## src/sv/cmpatan_pkg.sv

```systemverilog
// Package for the compass heading block: widths, codes, CORDIC angle table.
// No dependencies; imported by every RTL module of the block.
`default_nettype none

package cmpatan_pkg;

    localparam int IN_W       = 16;
    localparam int DIFF_W     = 17;
    localparam int ANGLE_FRAC = 24;
    localparam int XY_W       = 43;
    localparam int Z_W        = 34;
    localparam int HEADING_W  = 15;
    localparam int TABLE_LEN  = 24;
    localparam int ATAN_W     = 30;
    localparam int CFG_IDX_W  = 1;

    typedef enum logic [CFG_IDX_W-1:0] {
        REG_OFFSET_X = 1'b0,
        REG_OFFSET_Y = 1'b1
    } cfg_reg_t;

    localparam logic signed [IN_W-1:0] OFFSET_X_RST = -16'sd2631;
    localparam logic signed [IN_W-1:0] OFFSET_Y_RST = -16'sd4739;

    localparam logic signed [Z_W-1:0] Z_DEG90  = Z_W'(90) << ANGLE_FRAC;
    localparam logic signed [Z_W-1:0] Z_DEG180 = Z_W'(180) << ANGLE_FRAC;
    localparam logic signed [Z_W-1:0] Z_DEG270 = Z_W'(270) << ANGLE_FRAC;
    localparam logic signed [Z_W-1:0] Z_DEG360 = Z_W'(360) << ANGLE_FRAC;

    // atan(2^-i) in degrees, scaled by 2^24
    localparam logic [ATAN_W-1:0] ATAN_TABLE [TABLE_LEN] = '{
        30'd754974720, 30'd445687602, 30'd235489088, 30'd119537938,
        30'd60000934,  30'd30029717,  30'd15018523,  30'd7509720,
        30'd3754917,   30'd1877466,   30'd938734,    30'd469367,
        30'd234684,    30'd117342,    30'd58671,     30'd29335,
        30'd14668,     30'd7334,      30'd3667,      30'd1833,
        30'd917,       30'd458,       30'd229,       30'd115
    };

    typedef struct packed {
        logic signed [XY_W-1:0] x;
        logic signed [XY_W-1:0] y;
        logic signed [Z_W-1:0]  z;
    } cordic_beat_t;

endpackage

`default_nettype wire

```

## src/sv/cmpatan_wrap.sv

```systemverilog
// Back stage: fold into 0..360, scale to the output fraction, output register.
// Depends on cmpatan_pkg.
`default_nettype none

module cmpatan_wrap
    import cmpatan_pkg::*;
#(
    parameter int FRACTION_BITS = 6
)
(
    input  logic                  clk,
    input  logic                  rst_n,
    input  logic                  en,
    input  logic                  in_vld,
    input  cordic_beat_t          in_beat,
    output logic                  out_vld,
    output logic [HEADING_W-1:0]  heading
);

    localparam int              SHIFT = ANGLE_FRAC - FRACTION_BITS;
    localparam logic [Z_W-1:0]  LIMIT = Z_W'(360) << FRACTION_BITS;

    logic signed [Z_W-1:0]  z_pos;
    logic [Z_W-1:0]         h_raw;
    logic [Z_W-1:0]         h_once;
    logic [Z_W-1:0]         h_wrap;
    logic                   vld_reg;
    logic [HEADING_W-1:0]   heading_reg;
    logic [HEADING_W-1:0]   heading_next;

    assign z_pos        = in_beat.z[Z_W-1] ? in_beat.z + Z_DEG360 : in_beat.z;
    assign h_raw        = $unsigned(z_pos) >> SHIFT;
    assign h_once       = (h_raw >= LIMIT) ? h_raw - LIMIT : h_raw;
    assign h_wrap       = (h_once >= LIMIT) ? '0 : h_once;
    assign heading_next = h_wrap[HEADING_W-1:0];

    always_ff @(posedge clk or negedge rst_n)
    begin
        if (!rst_n)
        begin
            vld_reg <= 1'b0;
        end
        else if (en)
        begin
            vld_reg <= in_vld;
        end
    end

    always_ff @(posedge clk)
    begin
        if (en)
        begin
            heading_reg <= heading_next;
        end
    end

    assign out_vld = vld_reg;
    assign heading = heading_reg;

endmodule

`default_nettype wire

```

## config.mk

```make
export PLATFORM = sky130hd
export DESIGN_NAME = cmpatan_wrap
export DESIGN_NICKNAME = d
export VERILOG_FILES = /design/src/sv/cmpatan_pkg.sv /design/src/sv/cmpatan_wrap.sv
export SDC_FILE = /design/constraint.sdc
export NUM_CORES = 1
export LEC_CHECK = 0
export BUFFER_PORTS_ARGS = -buffer_cell sky130_fd_sc_hd__buf_2
export CORE_MARGIN = 2
export CORE_UTILIZATION = 38
export DETAILED_ROUTE_END_ITERATION = 8
export PLACE_DENSITY = 0.91
export RECOVER_POWER = 100
export SLEW_MARGIN = 30
export SYNTH_ARGS = -nofsm -noshare
export SYNTH_HDL_FRONTEND = slang
export SYNTH_SLANG_ARGS = --single-unit
export TNS_END_PERCENT = 5
```

## constraint.sdc

```tcl
create_clock -name clk -period 1.52 [get_ports clk]
set_clock_uncertainty 0.15 [all_clocks]
set_input_delay 0 -clock clk [delete_from_list [all_inputs] [get_ports clk]]
set_output_delay 0 -clock clk [all_outputs]
set_load 0.01 [all_outputs]
```

Yosys cells after proc, flatten, opt, wreduce, memory -nomap -nowiden

Index checks and enable logic that the tools add are counted.
W data, S select, Z words.

Add/sub/neg operators: 2
Magnitude comparators: 2
Multiplexer cells: 2

Operators with widths:

| kind                     | number |
|---|---|
| $mux W34                 | 2 |
| $add A34 B34 Y34 const B | 1 |
| $ge A34 B15 Y1 const B   | 1 |
| $sub A16 B15 Y17 const B | 1 |
| $ge A16 B15 Y1 const B   | 1 |

Flip-flop bits (word level): 16
Bits of input ports: 124
Output and inout port bits: 16
Word-level logic and storage cells: 8

Logic depth before layout (Yosys ltp)

Depth after elaboration: 5
Mapped depth: 11
Gate-level depth less buffers: 10

Worst setup path before layout

OpenSTA, ideal clock, no wires.

Kind: input to register
Start: input in_beat[27] in the netlist's numbering
End: register heading_reg[14], in the netlist heading[14], data pin
Arrival: 2.134 ns
Setup slack: -1.034 ns
Stages: 9
Path buffers: 1
Cell sequence: ha_1 or3b_1 o32ai_4 and2_1 mux2i_1 a21oi_1 a311oi_2 buf_4 nor3_1

Longest elaborated chain between the ends: 5
Elaborated cells between the ends (all ways): 6
Those cells by class: add/sub (2); order compare (2); mux (2)

Ends and longest elaborated chain:

| what                                                      | line               | RTL |
|---|---|---|
| start, declared                                           | cmpatan_wrap.sv:15 | `input cordic_beat_t in_beat,` |
| $add A34 B34 Y34                                          | cmpatan_wrap.sv:31 | `assign z_pos = in_beat.z[Z_W-1] ? in_beat.z + Z_DEG360 : in_beat.z;` |
| $mux W34 *                                                | cmpatan_wrap.sv:31 |  |
| $sub A16 B15 Y17 / $ge A16 B15 Y1 (equally long branches) | cmpatan_wrap.sv:33 | `assign h_once = (h_raw >= LIMIT) ? h_raw - LIMIT : h_raw;` |
| $mux W34 *                                                | cmpatan_wrap.sv:33 |  |
| $ge A34 B15 Y1                                            | cmpatan_wrap.sv:34 | `assign h_wrap = (h_once >= LIMIT) ? '0 : h_once;` |
| end signal, assigned                                      | cmpatan_wrap.sv:53 | `heading_reg <= heading_next;` |
| end, declared                                             | cmpatan_wrap.sv:28 | `logic [HEADING_W-1:0] heading_reg;` |

Mark *: on every way between the ends. The rest lies on a longest branch, timed or not.
A chain may end at the register's enable or synchronous reset.

Worst setup path in the final report

Start: input in_beat[27] in the netlist's numbering
End: register heading_reg[8], in the netlist heading[8], data pin

The elaborated chain is that of the path after synthesis.

==> results_dict.tcl <==
set metrics [dict create \
    yosys.area.top_type "edfxtp_1" \
    period_share 1.51 \
    synth-seq-cells 16 \
    cts_tree "built" \
    track_usage 0.188 \
    yosysUniqueCellTypes 48 \
    core_um2 3340 \
    portBuffers 35 \
    arrival_ps 2190 \
    synth_area_um2 1320 \
    die_area_um2 3950 \
    syn_nets 252 \
    grt_overflow 0 \
    die_x_um 62.8 \
    ys_warn_count 0 \
    critical-path-top-delay-family "simple AND/OR/NAND/NOR gates" \
    setup_viol 15 \
    wl_per_cell_um 13.2 \
    critPathBufInv 3 \
    worstHoldStart "in_beat[33]" \
    grt_max_degree 17 \
    clkTransAtPathRegs_ps 90 \
    ff2ff_path_depth 1 \
    cts_buffers 3 \
    clock.fmax_mhz 435 \
    end_kind "flip-flop" \
    cpPeakStageDelay_ps 420 \
    antenna_cells 0 \
    yosysSeqAreaShare 0.362 \
    final_hold_viol_count 0 \
    slew_violations 0 \
    multi_input_area_um2 838 \
    clock-sinks 16 \
    largest_reg_flops 15 \
    dpl.hpwl_mm 2.58 \
    area_growth_pct 56.5 \
    violations "setup timing" \
    die_h_um 62.8 \
    maxCapViolCount 0 \
    layout_commonest_cell "buf_4" \
    ant_nets 0 \
    syn_area_per_cell_um2 10.5 \
    via_per_inst 5.05 \
    finalCriticalPeriod_ps 2300 \
    crit_type "input pin to flip-flop" \
    synth_cells 125 \
    gp_congestion 0.964 \
    wirelength_mm 3.42 \
    synth_edf_count 15 \
    rows 21 \
    vias 1307 \
    yosys_most_used_dff "edfxtp_1" \
    yosys.area.top_type_share 0.343 \
    synthTopCellsByArea "edfxtp_1, nor3b_2, xnor2_1" \
    antenna_found_initial 0 \
    postLayoutSetupSlackWorst_ps -776 \
    initial_core_util 0.394 \
    pre_cts_ws_ps -1100 \
    seqCellArea_um2 475 \
    vdd_drop_max_v 0.000276 \
    drt_iter0_drc 56 \
    cts_root_buf "clkbuf_4" \
    crit_path_frequent_cell "buf_6" \
    cts_max_level 1 \
    crit_path_start_kind "input pin" \
    whs_path_depth 4 \
    power.leakage_nw 0.832 \
    worstReg2RegEnd "out_vld" \
    cp.required_ps 1410 \
    tightest_slew_ps 379 \
    dr.pass1.iters 4 \
    holdPathEnd "heading[10]" \
    rsz0062_at_grt "true" \
    reg2reg_from "out_vld" \
    hold_path_class "input pin to flip-flop" \
    grt_pass1_wl_mm 5.96 \
    first_global_vias 1309 \
    fillers 278 \
    fin_nets 341 \
    relSlewSlack 0.745 \
    async_reset_ff_frac 0.0625 \
    drive_above_1_share 0.427 \
    status "complete, but fails checks" \
    post-route-util 0.617 \
    drc 0 \
    design.portCount 140 \
    powerDensity_nw_per_um2 684 \
    mostFrequentLayoutCells "buf_4, buf_2, clkbuf_1" \
    worstPathCellList "buf_6 -> ha_4 -> or3b_4 -> o32ai_4 -> buf_6 -> a211oi_4 -> a21oi_1 -> o211ai_1 -> nor4_4 -> buf_12 -> nor3b_2" \
    critPathMaxFanout 10 \
    r2r_setup_slack_ps 610 \
    critPathSlowestCell "nor4_4" \
    fin_tns_setup_ps -11070 \
    clockBufferDepth 2 \
    clk_latency_ps 280 \
]
-- routing by layer --
layer  up-vias  GRT usage  wire length (µm)
met5         -          0                 0
met4         0     0.0500                33
met3         4     0.0270               197
met2        49      0.353              1790
met1       597      0.221              1390
li1        657          -                 -
-- Yosys cell counts (all sizes together), types with 2 or more instances --
| cell | n |
|---|---|
| o211ai | 2 |
| nand2b | 2 |
| nor4 | 4 |
| nor2b | 6 |
| xnor2 | 5 |
| o21ai | 8 |
| nand2 | 4 |
| nor3 | 6 |
| a211oi | 4 |
| a21boi | 2 |
| a21oi | 6 |
| nor3b | 9 |
| o31ai | 2 |
| inv | 7 |
| buf | 4 |
| mux2i | 2 |
| o21a | 2 |
| ha | 3 |
| nor2 | 9 |
| edfxtp | 15 |
| and2 | 3 |
-- through the flow --
step                area (µm²)  hold WS [ps]  cells  power [mW]
floorplan                 1350          -446    125       0.892
global placement          1870          -375    242        1.14
detailed placement        1870          -375    242        1.16
CTS                       2070           338    259        1.42
global route              2060           361    259        1.51
finish                    2060           336    259        1.41
-- cells by family (layout without fill, tap and decap cells) --
family                   after synthesis  in the layout  share of synthesized area
multiplexers                           3              3                     0.0238
buffers and inverters                 12            100                     0.0514
AO/OA/AOI/OAI                         37             37                      0.232
adder cells (fa/ha/maj)                3              3                     0.0285
AND/OR/NAND/NOR                       49             49                      0.269
flip-flops                            16             16                      0.362
XOR/XNOR                               5              5                     0.0333
-- worst max path at each step --
stage	start	end	slack (ps)	cells past startpoint
final	in_beat[27]	heading[8]	-780	11
after global routing	in_beat[28]	heading[8]	-860	11
after CTS	in_beat[27]	heading[8]	-770	11
after detailed placement	in_beat[27]	heading[0]	-1100	11
after global placement	in_beat[27]	heading[10]	-1010	10
after floorplan	in_beat[27]	heading[14]	-960	9
-- where the power goes --
part | switching [mW] | internal, mW | leakage [nW]
clock | 0.122 | 0.0953 | 0.0154
combinational | 0.303 | 0.322 | 0.659
sequential | 0.0143 | 0.550 | 0.158
total | 0.440 | 0.968 | 0.832
-- cell type report --
cell class	instances	share of cell area
clock buffer	3	0.0109
inverter	7	0.0128
multi-input combinational	97	0.407
timing repair buffer	89	0.308
tap	46	0.0280
sequential	16	0.231
clock inverter	1	0.00182
-- repair_timing --
item / CTS / global route
setup endpoints to repair: 15 / 15
hold buffers: 13 / 0
pin swaps: 0 / 1
gates resized for setup: 9 / 1
hold endpoints to repair: 23 / 0
buffers inserted: 0 / 0
Power figures use the tool's default switching activity.
